===== config.mk =====
export PLATFORM = sky130hd
export DESIGN_NAME = xml_markup_end_finder_flat
export DESIGN_NICKNAME = d
export VERILOG_FILES = /design/src/sv/xmef_pkg.sv /design/src/sv/xmef_in_if.sv /design/src/sv/xmef_out_if.sv /design/src/sv/xmef_prefix.sv /design/src/sv/xmef_step.sv /design/src/sv/xml_markup_end_finder.sv /design/src/flat_wrapper.sv
export SDC_FILE = /design/constraint.sdc
export NUM_CORES = 1
export LEC_CHECK = 0
export BUFFER_PORTS_ARGS = -buffer_cell sky130_fd_sc_hd__buf_2
export CAP_MARGIN = 40
export CORE_ASPECT_RATIO = 1.25
export CORE_UTILIZATION = 54
export DETAILED_ROUTE_END_ITERATION = 8
export PLACE_DENSITY = 0.83
export SLEW_MARGIN = 20
export SYNTH_ARGS = -nofsm -noshare
export SYNTH_HDL_FRONTEND = slang
export SYNTH_SLANG_ARGS = --single-unit
export TNS_END_PERCENT = 20

===== constraint.sdc =====
create_clock -name i_clk -period 2.6 [get_ports i_clk]
set_input_delay 0.13 -clock i_clk [delete_from_list [all_inputs] [get_ports i_clk]]
set_output_delay 0.13 -clock i_clk [all_outputs]
set_load 0.05 [all_outputs]

===== src/sv/xmef_pkg.sv =====
// ----------------------------------------------------------------------------
// xmef_pkg
// Shared types, character constants and prefix tables for the XML markup
// end finder.
// ----------------------------------------------------------------------------
package xmef_pkg;

    // Default width of the saturating length counter.
    localparam int unsigned LENGTH_BITS_DEF = 16;
    // Width of the reported length field.
    localparam int unsigned OUT_LEN_W = 16;

    // Characters examined by the scanner.
    localparam logic [7:0] CH_LT     = 8'h3C;
    localparam logic [7:0] CH_GT     = 8'h3E;
    localparam logic [7:0] CH_BANG   = 8'h21;
    localparam logic [7:0] CH_QMARK  = 8'h3F;
    localparam logic [7:0] CH_DASH   = 8'h2D;
    localparam logic [7:0] CH_LBRACK = 8'h5B;
    localparam logic [7:0] CH_RBRACK = 8'h5D;
    localparam logic [7:0] CH_C      = 8'h43;
    localparam logic [7:0] CH_D      = 8'h44;
    localparam logic [7:0] CH_A      = 8'h41;
    localparam logic [7:0] CH_T      = 8'h54;
    localparam logic [7:0] CH_SQUOTE = 8'h27;
    localparam logic [7:0] CH_DQUOTE = 8'h22;

    // Prefix lengths including the opening '<'.
    localparam logic [3:0] PFX_LEN_COMMENT = 4'd4;
    localparam logic [3:0] PFX_LEN_PI      = 4'd2;
    localparam logic [3:0] PFX_LEN_CDATA   = 4'd9;

    // Candidate bit positions.
    localparam int unsigned CAND_COMMENT = 0;
    localparam int unsigned CAND_PI      = 1;
    localparam int unsigned CAND_CDATA   = 2;

    typedef enum logic [1:0] {
        PH_IDLE   = 2'd0,
        PH_PREFIX = 2'd1,
        PH_BODY   = 2'd2,
        PH_DONE   = 2'd3
    } t_phase;

    typedef enum logic [1:0] {
        KIND_TAG     = 2'd0,
        KIND_COMMENT = 2'd1,
        KIND_PI      = 2'd2,
        KIND_CDATA   = 2'd3
    } t_kind;

    // Per-markup scan state, apart from the length counter.
    typedef struct packed {
        t_phase     phase;
        t_kind      kind;
        logic [3:0] pidx;      // position of the next prefix byte
        logic [2:0] cand;      // prefix candidates still alive
        logic       in_quote;
        logic       q_dbl;     // open quote is a double quote
        logic [1:0] tail;      // terminator lead bytes seen
    } t_scan_state;

    localparam t_scan_state SCAN_RESET = '{
        phase:    PH_IDLE,
        kind:     KIND_TAG,
        pidx:     4'd0,
        cand:     3'd0,
        in_quote: 1'b0,
        q_dbl:    1'b0,
        tail:     2'd0
    };

    // Result of one prefix step.
    typedef struct packed {
        logic [2:0] keep;      // candidates that still match
        logic       complete;  // a prefix finished on this byte
        t_kind      kind;      // kind of the finished prefix
    } t_pfx_res;

    // Character expected at a prefix position; positions past the end never match.
    function automatic logic pfx_match(input t_kind sel, input logic [3:0] idx,
                                       input logic [7:0] b);
        logic [7:0] c;
        logic       ok;
        c  = CH_LT;
        ok = 1'b0;
        case (sel)
            KIND_COMMENT: begin
                ok = (idx < PFX_LEN_COMMENT);
                case (idx)
                    4'd1:    c = CH_BANG;
                    4'd2:    c = CH_DASH;
                    4'd3:    c = CH_DASH;
                    default: c = CH_LT;
                endcase
            end
            KIND_PI: begin
                ok = (idx < PFX_LEN_PI);
                c  = (idx == 4'd1) ? CH_QMARK : CH_LT;
            end
            KIND_CDATA: begin
                ok = (idx < PFX_LEN_CDATA);
                case (idx)
                    4'd1:    c = CH_BANG;
                    4'd2:    c = CH_LBRACK;
                    4'd3:    c = CH_C;
                    4'd4:    c = CH_D;
                    4'd5:    c = CH_A;
                    4'd6:    c = CH_T;
                    4'd7:    c = CH_A;
                    4'd8:    c = CH_LBRACK;
                    default: c = CH_LT;
                endcase
            end
            default: ok = 1'b0;
        endcase
        return ok && (c == b);
    endfunction

    // Terminator lead byte for each kind.
    function automatic logic [7:0] term_lead(input t_kind k);
        logic [7:0] c;
        case (k)
            KIND_COMMENT: c = CH_DASH;
            KIND_PI:      c = CH_QMARK;
            KIND_CDATA:   c = CH_RBRACK;
            default:      c = 8'd0;
        endcase
        return c;
    endfunction

    // Number of lead bytes that precede the closing '>'.
    function automatic logic [1:0] term_reps(input t_kind k);
        logic [1:0] r;
        case (k)
            KIND_COMMENT: r = 2'd2;
            KIND_PI:      r = 2'd1;
            KIND_CDATA:   r = 2'd2;
            default:      r = 2'd0;
        endcase
        return r;
    endfunction

endpackage


===== src/sv/xmef_in_if.sv =====
// ----------------------------------------------------------------------------
// xmef_in_if
// Input channel: one markup byte and its start flag per transfer.
// ----------------------------------------------------------------------------
interface xmef_in_if;
    logic       valid;
    logic       ready;
    logic [7:0] data_byte;
    logic       markup_start;

    modport source (output valid, output data_byte, output markup_start, input ready);
    modport sink   (input valid, input data_byte, input markup_start, output ready);
endinterface


===== src/sv/xmef_out_if.sv =====
// ----------------------------------------------------------------------------
// xmef_out_if
// Result channel: end flag, kind and length for each byte taken.
// ----------------------------------------------------------------------------
interface xmef_out_if;
    logic        valid;
    logic        ready;
    logic        end_found;
    logic [1:0]  markup_kind;
    logic        classified;
    logic [15:0] markup_length;

    modport source (output valid, output end_found, output markup_kind,
                    output classified, output markup_length, input ready);
    modport sink   (input valid, input end_found, input markup_kind,
                    input classified, input markup_length, output ready);
endinterface


===== src/sv/xmef_prefix.sv =====
// ----------------------------------------------------------------------------
// xmef_prefix
// Matches one byte against the comment, PI and CDATA prefixes and reports
// which candidates survive and whether a prefix has completed.
// ----------------------------------------------------------------------------
module xmef_prefix
    import xmef_pkg::*;
(
    input  logic [3:0] i_index,
    input  logic [2:0] i_cand,
    input  logic [7:0] i_byte,
    output t_pfx_res   o_res
);

    logic [2:0] keep;

    // Each candidate survives when its character at this position matches.
    assign keep[CAND_COMMENT] = i_cand[CAND_COMMENT] && pfx_match(KIND_COMMENT, i_index, i_byte);
    assign keep[CAND_PI]      = i_cand[CAND_PI]      && pfx_match(KIND_PI, i_index, i_byte);
    assign keep[CAND_CDATA]   = i_cand[CAND_CDATA]   && pfx_match(KIND_CDATA, i_index, i_byte);

    // The prefixes complete at distinct positions, so at most one fires.
    always_comb begin
        o_res.keep     = keep;
        o_res.complete = 1'b0;
        o_res.kind     = KIND_TAG;
        if (keep[CAND_COMMENT] && i_index == PFX_LEN_COMMENT - 4'd1) begin
            o_res.complete = 1'b1;
            o_res.kind     = KIND_COMMENT;
        end else if (keep[CAND_PI] && i_index == PFX_LEN_PI - 4'd1) begin
            o_res.complete = 1'b1;
            o_res.kind     = KIND_PI;
        end else if (keep[CAND_CDATA] && i_index == PFX_LEN_CDATA - 4'd1) begin
            o_res.complete = 1'b1;
            o_res.kind     = KIND_CDATA;
        end
    end

endmodule


===== src/sv/xmef_step.sv =====
// ----------------------------------------------------------------------------
// xmef_step
// Next-state logic for one byte: prefix classification, quote tracking for
// tags, terminator matching and the saturating length count.
// ----------------------------------------------------------------------------
module xmef_step
    import xmef_pkg::*;
#(
    parameter int unsigned LENGTH_BITS = LENGTH_BITS_DEF
) (
    input  t_scan_state            i_state,
    input  logic [LENGTH_BITS-1:0] i_len,
    input  logic [7:0]             i_byte,
    input  logic                   i_start,
    output t_scan_state            o_state,
    output logic [LENGTH_BITS-1:0] o_len,
    output logic                   o_found
);

    t_pfx_res   pfx;
    logic       tag_mode;
    logic [7:0] lead;
    logic [1:0] reps;
    logic [7:0] open_quote;

    xmef_prefix u_prefix (
        .i_index (i_state.pidx),
        .i_cand  (i_state.cand),
        .i_byte  (i_byte),
        .o_res   (pfx)
    );

    assign lead       = term_lead(i_state.kind);
    assign reps       = term_reps(i_state.kind);
    assign open_quote = i_state.q_dbl ? CH_DQUOTE : CH_SQUOTE;

    // A byte is tag content in the body of a tag, or when the prefix fails.
    assign tag_mode = (i_state.phase == PH_BODY && i_state.kind == KIND_TAG) ||
                      (i_state.phase == PH_PREFIX && pfx.keep == 3'd0);

    always_comb begin
        o_state = i_state;
        o_len   = i_len;
        o_found = 1'b0;
        if (i_start) begin
            // Start byte opens new markup whatever its value.
            o_state       = SCAN_RESET;
            o_state.phase = PH_PREFIX;
            o_state.pidx  = 4'd1;
            o_state.cand  = 3'b111;
            o_len         = {{(LENGTH_BITS-1){1'b0}}, 1'b1};
        end else if (i_state.phase == PH_PREFIX || i_state.phase == PH_BODY) begin
            if (i_len != {LENGTH_BITS{1'b1}}) begin
                o_len = i_len + {{(LENGTH_BITS-1){1'b0}}, 1'b1};
            end

            // Prefix bookkeeping.
            if (i_state.phase == PH_PREFIX) begin
                o_state.cand = pfx.keep;
                if (pfx.keep == 3'd0) begin
                    o_state.kind  = KIND_TAG;
                    o_state.phase = PH_BODY;
                end else if (pfx.complete) begin
                    o_state.kind  = pfx.kind;
                    o_state.phase = PH_BODY;
                    o_state.tail  = 2'd0;
                end else begin
                    o_state.pidx = i_state.pidx + 4'd1;
                end
            end

            if (tag_mode) begin
                // Tag content: quotes hide '>' until they close.
                if (i_state.in_quote) begin
                    if (i_byte == open_quote) begin
                        o_state.in_quote = 1'b0;
                    end
                end else if (i_byte == CH_SQUOTE || i_byte == CH_DQUOTE) begin
                    o_state.in_quote = 1'b1;
                    o_state.q_dbl    = (i_byte == CH_DQUOTE);
                end else begin
                    o_found = (i_byte == CH_GT);
                end
            end else if (i_state.phase == PH_BODY) begin
                // Terminator run: lead bytes counted up to the needed repeat.
                if (i_byte == lead) begin
                    if (i_state.tail < reps) begin
                        o_state.tail = i_state.tail + 2'd1;
                    end
                end else if (i_byte == CH_GT && i_state.tail == reps) begin
                    o_found = 1'b1;
                end else begin
                    o_state.tail = 2'd0;
                end
            end

            if (o_found) begin
                o_state.phase = PH_DONE;
            end
        end
    end

endmodule


===== src/sv/xml_markup_end_finder.sv =====
// ----------------------------------------------------------------------------
// xml_markup_end_finder
// Finds the end of XML markup in a byte stream and classifies it.
// Each result is registered and appears in the cycle after its byte transfer.
// Throughput: one byte per cycle while the result side keeps up; the state update is a single registered step.
// The output register frees the input side whenever the result is taken.
// Reset (synchronous, active low) clears the scan state and the result valid.
// ----------------------------------------------------------------------------
module xml_markup_end_finder
    import xmef_pkg::*;
#(
    parameter int unsigned LENGTH_BITS = LENGTH_BITS_DEF
) (
    input  logic       i_clk,
    input  logic       i_rst_n,
    xmef_in_if.sink    i_item,
    xmef_out_if.source o_result
);

    t_scan_state                    r_state;
    t_scan_state                    n_state;
    logic [LENGTH_BITS-1:0]         r_len;
    logic [LENGTH_BITS-1:0]         n_len;
    logic                           n_found;
    logic                           take;
    logic [LENGTH_BITS+OUT_LEN_W-1:0] len_wide;

    logic                 r_out_valid;
    logic                 r_found;
    t_kind                r_kind;
    logic                 r_classified;
    logic [OUT_LEN_W-1:0] r_out_len;

    // A new byte is taken whenever the result register is empty or draining.
    assign i_item.ready = !r_out_valid || o_result.ready;
    assign take         = i_item.valid && i_item.ready;

    xmef_step #(
        .LENGTH_BITS (LENGTH_BITS)
    ) u_step (
        .i_state (r_state),
        .i_len   (r_len),
        .i_byte  (i_item.data_byte),
        .i_start (i_item.markup_start),
        .o_state (n_state),
        .o_len   (n_len),
        .o_found (n_found)
    );

    // Reported length is the low bits of the counter.
    assign len_wide = {{OUT_LEN_W{1'b0}}, n_len};

    // Scan state and result valid.
    always_ff @(posedge i_clk) begin
        if (!i_rst_n) begin
            r_state     <= SCAN_RESET;
            r_len       <= '0;
            r_out_valid <= 1'b0;
        end else if (take) begin
            r_state     <= n_state;
            r_len       <= n_len;
            r_out_valid <= 1'b1;
        end else if (o_result.ready) begin
            r_out_valid <= 1'b0;
        end
    end

    // Result payload.
    always_ff @(posedge i_clk) begin
        if (take) begin
            r_found      <= n_found;
            r_kind       <= n_state.kind;
            r_classified <= (n_state.phase == PH_BODY) || (n_state.phase == PH_DONE);
            r_out_len    <= len_wide[OUT_LEN_W-1:0];
        end
    end

    assign o_result.valid         = r_out_valid;
    assign o_result.end_found     = r_found;
    assign o_result.markup_kind   = r_kind;
    assign o_result.classified    = r_classified;
    assign o_result.markup_length = r_out_len;

endmodule


===== src/flat_wrapper.sv =====
// flat-port wrapper written by rule: the top's interface ports become plain ports
module xml_markup_end_finder_flat import xmef_pkg::*;
#(
    parameter int unsigned LENGTH_BITS = LENGTH_BITS_DEF
)
  (i_clk, i_rst_n, i_item_valid, i_item_data_byte, i_item_markup_start, i_item_ready, o_result_valid, o_result_end_found, o_result_markup_kind, o_result_classified, o_result_markup_length, o_result_ready);
  xmef_in_if i_item_i ();
  xmef_out_if o_result_i ();
  input  logic i_clk;
  input  logic i_rst_n;
  input wire logic [$bits(i_item_i.valid)-1:0] i_item_valid;
  input wire logic [$bits(i_item_i.data_byte)-1:0] i_item_data_byte;
  input wire logic [$bits(i_item_i.markup_start)-1:0] i_item_markup_start;
  output wire logic [$bits(i_item_i.ready)-1:0] i_item_ready;
  output wire logic [$bits(o_result_i.valid)-1:0] o_result_valid;
  output wire logic [$bits(o_result_i.end_found)-1:0] o_result_end_found;
  output wire logic [$bits(o_result_i.markup_kind)-1:0] o_result_markup_kind;
  output wire logic [$bits(o_result_i.classified)-1:0] o_result_classified;
  output wire logic [$bits(o_result_i.markup_length)-1:0] o_result_markup_length;
  input wire logic [$bits(o_result_i.ready)-1:0] o_result_ready;
  assign i_item_i.valid = i_item_valid;
  assign i_item_i.data_byte = i_item_data_byte;
  assign i_item_i.markup_start = i_item_markup_start;
  assign i_item_ready = i_item_i.ready;
  assign o_result_valid = o_result_i.valid;
  assign o_result_end_found = o_result_i.end_found;
  assign o_result_markup_kind = o_result_i.markup_kind;
  assign o_result_classified = o_result_i.classified;
  assign o_result_markup_length = o_result_i.markup_length;
  assign o_result_i.ready = o_result_ready;
  xml_markup_end_finder #(.LENGTH_BITS(LENGTH_BITS)) u_core (.i_clk(i_clk), .i_rst_n(i_rst_n), .i_item(i_item_i), .o_result(o_result_i));
endmodule

Word level (Yosys, flattened, before mapping):

Memory sizes are Yosys's and may differ from the RTL's. A register that Yosys moved wholly into a read port is not among the register bits.
Cells that the tools add are included.

* bits in registers: 52
* ROM bits: 112
* input bits: 13
* output and inout bits: 22
* word-level logic and storage cells: 124
* memories kept: 1

Memories
* (name not given): words 16, width 7, rd ports 1, clocked after memory_dff 1, wr ports 0, line xmef_pkg.sv:103 `case (idx)`

* add/subtract/negate cells: 3
* $lt $le $gt $ge: 4
* eq/ne operators: 24
* muxes and demuxes: 44
* bitwise logic cells: 1
* reductions and logical operators: 34

Operators by type and width (number)
* two-way mux 16 bit: 3
* two-way mux 15 bit: 2
* equality test 8 x 6 -> 1 bit (second input constant): 3
* equality test 8 bit: 3
* two-way mux 2 bit: 12
* two-way mux 4 bit: 6
* one-hot mux 7 bit (3 select lines): 1
* adder 16 x 1 -> 16 bit (second input constant): 1
* != test 16 bit (second input constant): 1
* logical AND 1 bit: 13
* two-way mux 1 bit: 13
* two-way mux 3 bit: 4
* two-way mux 11 bit: 1
* equality test 2 bit (second input constant): 5
* one-hot mux 5 bit (2 select lines): 1
* AND reduction 5 bit: 2
* nonzero test 2 bit: 5
* equality test 4 x 2 -> 1 bit (second input constant): 2
* equality test 6 x 8 -> 1 bit: 1
* equality test 8 x 6 -> 1 bit: 1
* != test 2 bit (second input constant): 3
* AND reduction 3 bit: 2
* OR reduction 2 bit: 3
* logical OR 1 bit: 5
* other kinds (16): 17

Depth between registers and ports, before layout:

* word-level depth: 19
* depth in mapped cells: 10
* depth with buffers taken out: 10

By module:

From an unflattened synthesis, not the netlist that was laid out.

* cell total of the unflattened synthesis: 413
* area total of the unflattened synthesis: 3684.8 um2

By module, submodules not included
* xml_markup_end_finder: times used 1, cells each 161, area an instance 1921.8 um2, seq. area each 1241.2 um2
* xmef_step: times used 1, cells each 189, area an instance 1311.3 um2, seq. area each 0.0 um2
* xmef_prefix: times used 1, cells each 63, area an instance 451.7 um2, seq. area each 0.0 um2

Worst setup path before layout:

No wires, ideal clock.

* path kind: flip-flop to flip-flop
* start point: register u_core.r_out_valid, in the netlist u_core.o_result.valid
* end point: register (tool-made name)
* library setup time: 0.115 ns
* arrival time: 2.706 ns
* required time: 2.485 ns
* setup slack: -0.221 ns
* stages on the path, launching flop included: 8
* path buffers: 0
* clock period less this slack: 2.821 ns
* cell sequence: dfxtp_1 > nand2b_1 > nand2_1 > nor2_1 > o2bb2ai_1 > a311o_4 > or4_4 > and2_1

RTL lines
* from (decl): line xml_markup_end_finder.sv:28 `logic r_out_valid;`
* from (signal assigned): line xml_markup_end_finder.sv:58 `r_out_valid <= 1'b0;`
* from (signal assigned): line xml_markup_end_finder.sv:62 `r_out_valid <= 1'b1;`
* from (signal assigned): line xml_markup_end_finder.sv:64 `r_out_valid <= 1'b0;`

==> flow_summary.html <==
<table>
<tr><th>Metric</th><th>Value</th></tr>
<tr><th colspan="2">Status</th></tr>
<tr><td>Result of the run</td><td>finished with violations</td></tr>
<tr><td>Violated checks</td><td>negative setup slack</td></tr>
<tr><th colspan="2">Routing</th></tr>
<tr><td>Remaining number of nets flagged by the antenna check after routing</td><td>0</td></tr>
<tr><td>Detail Route met2 WL</td><td>4797 um</td></tr>
<tr><td>Total via count after detailed routing</td><td>3390</td></tr>
<tr><td>Post-detailed-route via-to-cell ratio</td><td>6.197</td></tr>
<tr><td>DR WL met3</td><td>591 um</td></tr>
<tr><td>Total iterations of the first detailed-routing run</td><td>7</td></tr>
<tr><td>Wl on met1</td><td>3615 um</td></tr>
<tr><td>Number of remaining DRC errors</td><td>0</td></tr>
<tr><td>Highest Signal Layer</td><td>met4</td></tr>
<tr><td>Routed WL per cell</td><td>17.40 um</td></tr>
<tr><td>DR iter-0 viols</td><td>313</td></tr>
<tr><td>Final wirelength</td><td>9516 um</td></tr>
<tr><th colspan="2">Synth</th></tr>
<tr><td>Cell variety after synth</td><td>67</td></tr>
<tr><td>Number of enable flip-flop cells after synthesis</td><td>20</td></tr>
<tr><td>Leading post-synthesis cells by cell area</td><td>dfxtp_1 22%, edfxtp_1 17%, ha_1 4.6%</td></tr>
<tr><td>Number of instances in the synthesized netlist</td><td>398</td></tr>
<tr><td>Sequential cell area fraction in the yosys report</td><td>0.3875</td></tr>
<tr><td>Library cell occupying the most area in the post-synthesis netlist</td><td>dfxtp_1</td></tr>
<tr><td>Synth warn</td><td>0</td></tr>
<tr><td>Async set-reset flop share out of synthesis</td><td>0</td></tr>
<tr><td>Area of the mapped netlist</td><td>0.003565 mm2</td></tr>
<tr><td>Synthesized flop and latch total</td><td>59</td></tr>
<tr><td>Area fraction of the dominant cell type after synthesis</td><td>0.2190</td></tr>
<tr><td>Mean cell area of the mapped netlist</td><td>8.956 um2</td></tr>
<tr><td>Net Count, Synth</td><td>424</td></tr>
<tr><td>Top FF cell, synth</td><td>dfxtp_1</td></tr>
<tr><th colspan="2">Global route</th></tr>
<tr><td>GRT overflow</td><td>0</td></tr>
<tr><td>Largest net degree at the start of global routing</td><td>42</td></tr>
<tr><td>Total global routing track utilization</td><td>0.2877</td></tr>
<tr><td>Initial antenna violation count</td><td>0</td></tr>
<tr><td>Global-route wire length before repair</td><td>14860 um</td></tr>
<tr><td>Number of global-route vias before repair</td><td>3196</td></tr>
<tr><th colspan="2">Placement</th></tr>
<tr><td>Detailed placer's ending HPWL</td><td>6083 um</td></tr>
<tr><td>Number of cells in the design after placement</td><td>527</td></tr>
<tr><td>Input/output buffers</td><td>34</td></tr>
<tr><td>Placed Area</td><td>0.003981 mm2</td></tr>
<tr><td>Final weighted congestion in routability-driven placement</td><td>0.8803</td></tr>
<tr><th colspan="2">Timing</th></tr>
<tr><td>Setup TNS</td><td>-0.4751 ns</td></tr>
<tr><td>Maximum clock frequency</td><td>0.3630 GHz</td></tr>
<tr><td>Worst Clk Skew</td><td>0.008506 ns</td></tr>
<tr><td>Slew headroom</td><td>0.6803</td></tr>
<tr><td>Pins over their slew limit</td><td>0</td></tr>
<tr><td>Final hold vios</td><td>0</td></tr>
<tr><td>Setup Viol. Count Final</td><td>7</td></tr>
<tr><td>Portion of the clock cycle consumed by the worst path in the final layout</td><td>1.059</td></tr>
<tr><td>Final setup margin</td><td>-0.1545 ns</td></tr>
<tr><td>Tightest Pin Transition</td><td>0.4790 ns</td></tr>
<tr><td>Unrepaired setup endpoints after global routing</td><td>true</td></tr>
<tr><td>Final critical path time including I/O delays and setup</td><td>2.755 ns</td></tr>
<tr><th colspan="2">Layout</th></tr>
<tr><td>Commonest non-fill, non-tap cells in the layout</td><td>38 x nor2_1, 37 x dfxtp_1, 34 x buf_2, 30 x nand2_1, 29 x buf_4</td></tr>
<tr><td>Leading cell type in the layout, fill and taps excluded</td><td>nor2_1</td></tr>
<tr><td>Layout Nets</td><td>483</td></tr>
<tr><td>Share of post-route cells with drive strength above 1</td><td>0.2662</td></tr>
<tr><td>Area growth from synthesis to layout</td><td>22.85%</td></tr>
<tr><td>Layout Cells excl Fill</td><td>547</td></tr>
<tr><td>Diode count</td><td>0</td></tr>
<tr><td>Cell area after layout</td><td>0.004379 mm2</td></tr>
<tr><th colspan="2">CTS</th></tr>
<tr><td>CTS buffer count</td><td>9</td></tr>
<tr><td>Clock insertion delay at the later pin of the skew report</td><td>0.35 ns</td></tr>
<tr><td>Clock root buffer</td><td>clkbuf_8</td></tr>
<tr><td>Buffer depth of the longest clock path</td><td>2</td></tr>
<tr><td>Clock H-tree levels</td><td>3</td></tr>
<tr><td>Clock edge transition at the registers on the reported setup and hold paths</td><td>0.07 ns</td></tr>
<tr><td>CTS tree</td><td>yes</td></tr>
<tr><td>Count of clock tree sinks</td><td>59</td></tr>
<tr><th colspan="2">Worst setup path</th></tr>
<tr><td>Crit path DAT</td><td>3.00 ns</td></tr>
<tr><td>Worst reg-to-reg path cell count</td><td>10</td></tr>
<tr><td>R2r setup slk</td><td>-0.15 ns</td></tr>
<tr><td>Launch point of the worst path</td><td>u_core.r_state[8]</td></tr>
<tr><td>Worst Setup End Kind</td><td>register</td></tr>
<tr><td>Startpoint class of the critical path</td><td>register</td></tr>
<tr><td>Maximum fanout count along the critical path</td><td>4</td></tr>
<tr><td>Start-to-end type of the worst setup path</td><td>reg2reg</td></tr>
<tr><td>Worst endpoint required time</td><td>2.85 ns</td></tr>
<tr><td>Reg-to-Reg Start</td><td>u_core.r_state[8]</td></tr>
<tr><th colspan="2">Min path</th></tr>
<tr><td>Hold Path Class</td><td>in2reg</td></tr>
<tr><td>Hold path endpoint</td><td>u_core.o_result.valid</td></tr>
<tr><td>Number of instances on the worst hold path</td><td>3</td></tr>
<tr><td>Min-Delay Startpoint</td><td>i_item_valid</td></tr>
<tr><th colspan="2">Floorplan</th></tr>
<tr><td>Overall die area</td><td>0.006932 mm2</td></tr>
<tr><td>Area of the core</td><td>0.006286 mm2</td></tr>
<tr><td>IO Count</td><td>35</td></tr>
<tr><td>Horizontal die dimension</td><td>74.67 um</td></tr>
<tr><td>Effective utilization at floorplan</td><td>0.5671</td></tr>
<tr><td>Height of the die</td><td>92.84 um</td></tr>
<tr><td>Number of rows created at floorplan</td><td>32</td></tr>
<tr><th colspan="2">Pwr</th></tr>
<tr><td>Power per Cell Area</td><td>525.1 mW/mm2</td></tr>
<tr><td>Leakage Power</td><td>0.001678 uW</td></tr>
<tr><td>Max VDD drop</td><td>0.3796 mV</td></tr>
<tr><th colspan="2">Job</th></tr>
<tr><td>Number of violations of the max-capacitance limit</td><td>0</td></tr>
</table>
[kinds of logic after synthesis]
kind of cell / count (synthesis) / share of synthesized area
xor gates and xnor gates: 23 / 0.05651
AOI/OAI and AO/OA: 92 / 0.1878
adders and majority gates: 13 / 0.04563
and+or+nand+nor: 171 / 0.2699
buffers and inverters: 37 / 0.04422
muxes: 3 / 0.008424
DFF: 59 / 0.3875
[power breakdown]
| part | leakage (uW) | internal (uW) | switching [uW] | total, uW |
|---|---|---|---|---|
| logic | 0.00104 | 92.1 | 198 | 290 |
| clock network | 0.000119 | 634 | 385 | 1020 |
| registers | 0.000519 | 979 | 11.0 | 990 |
[cell usage after synthesis, types with 4 or more instances]
library cell  count
nor2b_1           9
a21boi_0          5
o21ai_0          23
nand2_1          30
ha_1             13
nand3_2           4
nand3_1          13
nor3b_1           6
a21oi_1          23
nand2b_1          4
xnor2_1          11
clkbuf_1         13
nand3b_1          7
a32o_1            5
edfxtp_1         20
and4_1            4
nor3_1           13
nand4_1           7
inv_1            18
xor2_1           12
nor2_1           39
dfxtp_1          39
and3_1           12
[worst max path at each step]
| stage | endpoint | cells past startpoint | slack [ns] |
|---|---|---|---|
| floorplan | register | 9 | 0.007 |
| global placement | register | 10 | 0.03 |
| detailed placement | register | 10 | -0.10 |
| CTS | register | 10 | -0.08 |
| global route | register | 10 | -0.23 |
| finish | register | 10 | -0.15 |
[worst max-delay path: stages, from the launching register on]
cell	delay, ns
dfxtp_4	0.38
inv_4	0.04
ha_4	0.15
nor3b_4	0.17
and3_2	0.26
o21ai_2	0.29
and3_4	0.27
nor3_2	0.06
a211o_1	0.31
or4_4	0.56
and2_4	0.16
[routing by layer]
layer  GRT usage  vias up
met5           0        -
met4      0.2044        0
met3     0.07726       48
met2      0.4692      169
met1      0.3138     1593
li1            -     1580
[repair_timing]
item | in CTS | in global routing
gates resized for setup | 12 | 18
pin swaps | 7 | 12
hold buffers | 0 | 0
endpoints found under the setup margin | 6 | 15
buffers inserted | 3 | 1
[metrics by stage]
stage                       util  setup WS, ns  total power [uW]  hold WS (ns)
after floorplan                -      0.007077              1206        0.2689
final                     0.6967       -0.1545              2299       0.03262
after global routing      0.6967       -0.2331              2387       0.05158
after global placement    0.6334       0.02780              1279        0.3859
after detailed placement  0.6334       -0.1047              1284        0.3926
after CTS                 0.6845      -0.08281              2300       0.01758
[layout make-up]
type	count	area, um2
Timing Repair Buffer	66	430.4
Multi-Input combinational cell	302	2140
Inverter	19	73.82
Fill cell	467	1907
Clock inverter	7	116.4
Clock buffer	9	123.9
Sequential cell	59	1389
Tap cell	85	106.4
Power figures use the tool's default switching activity.
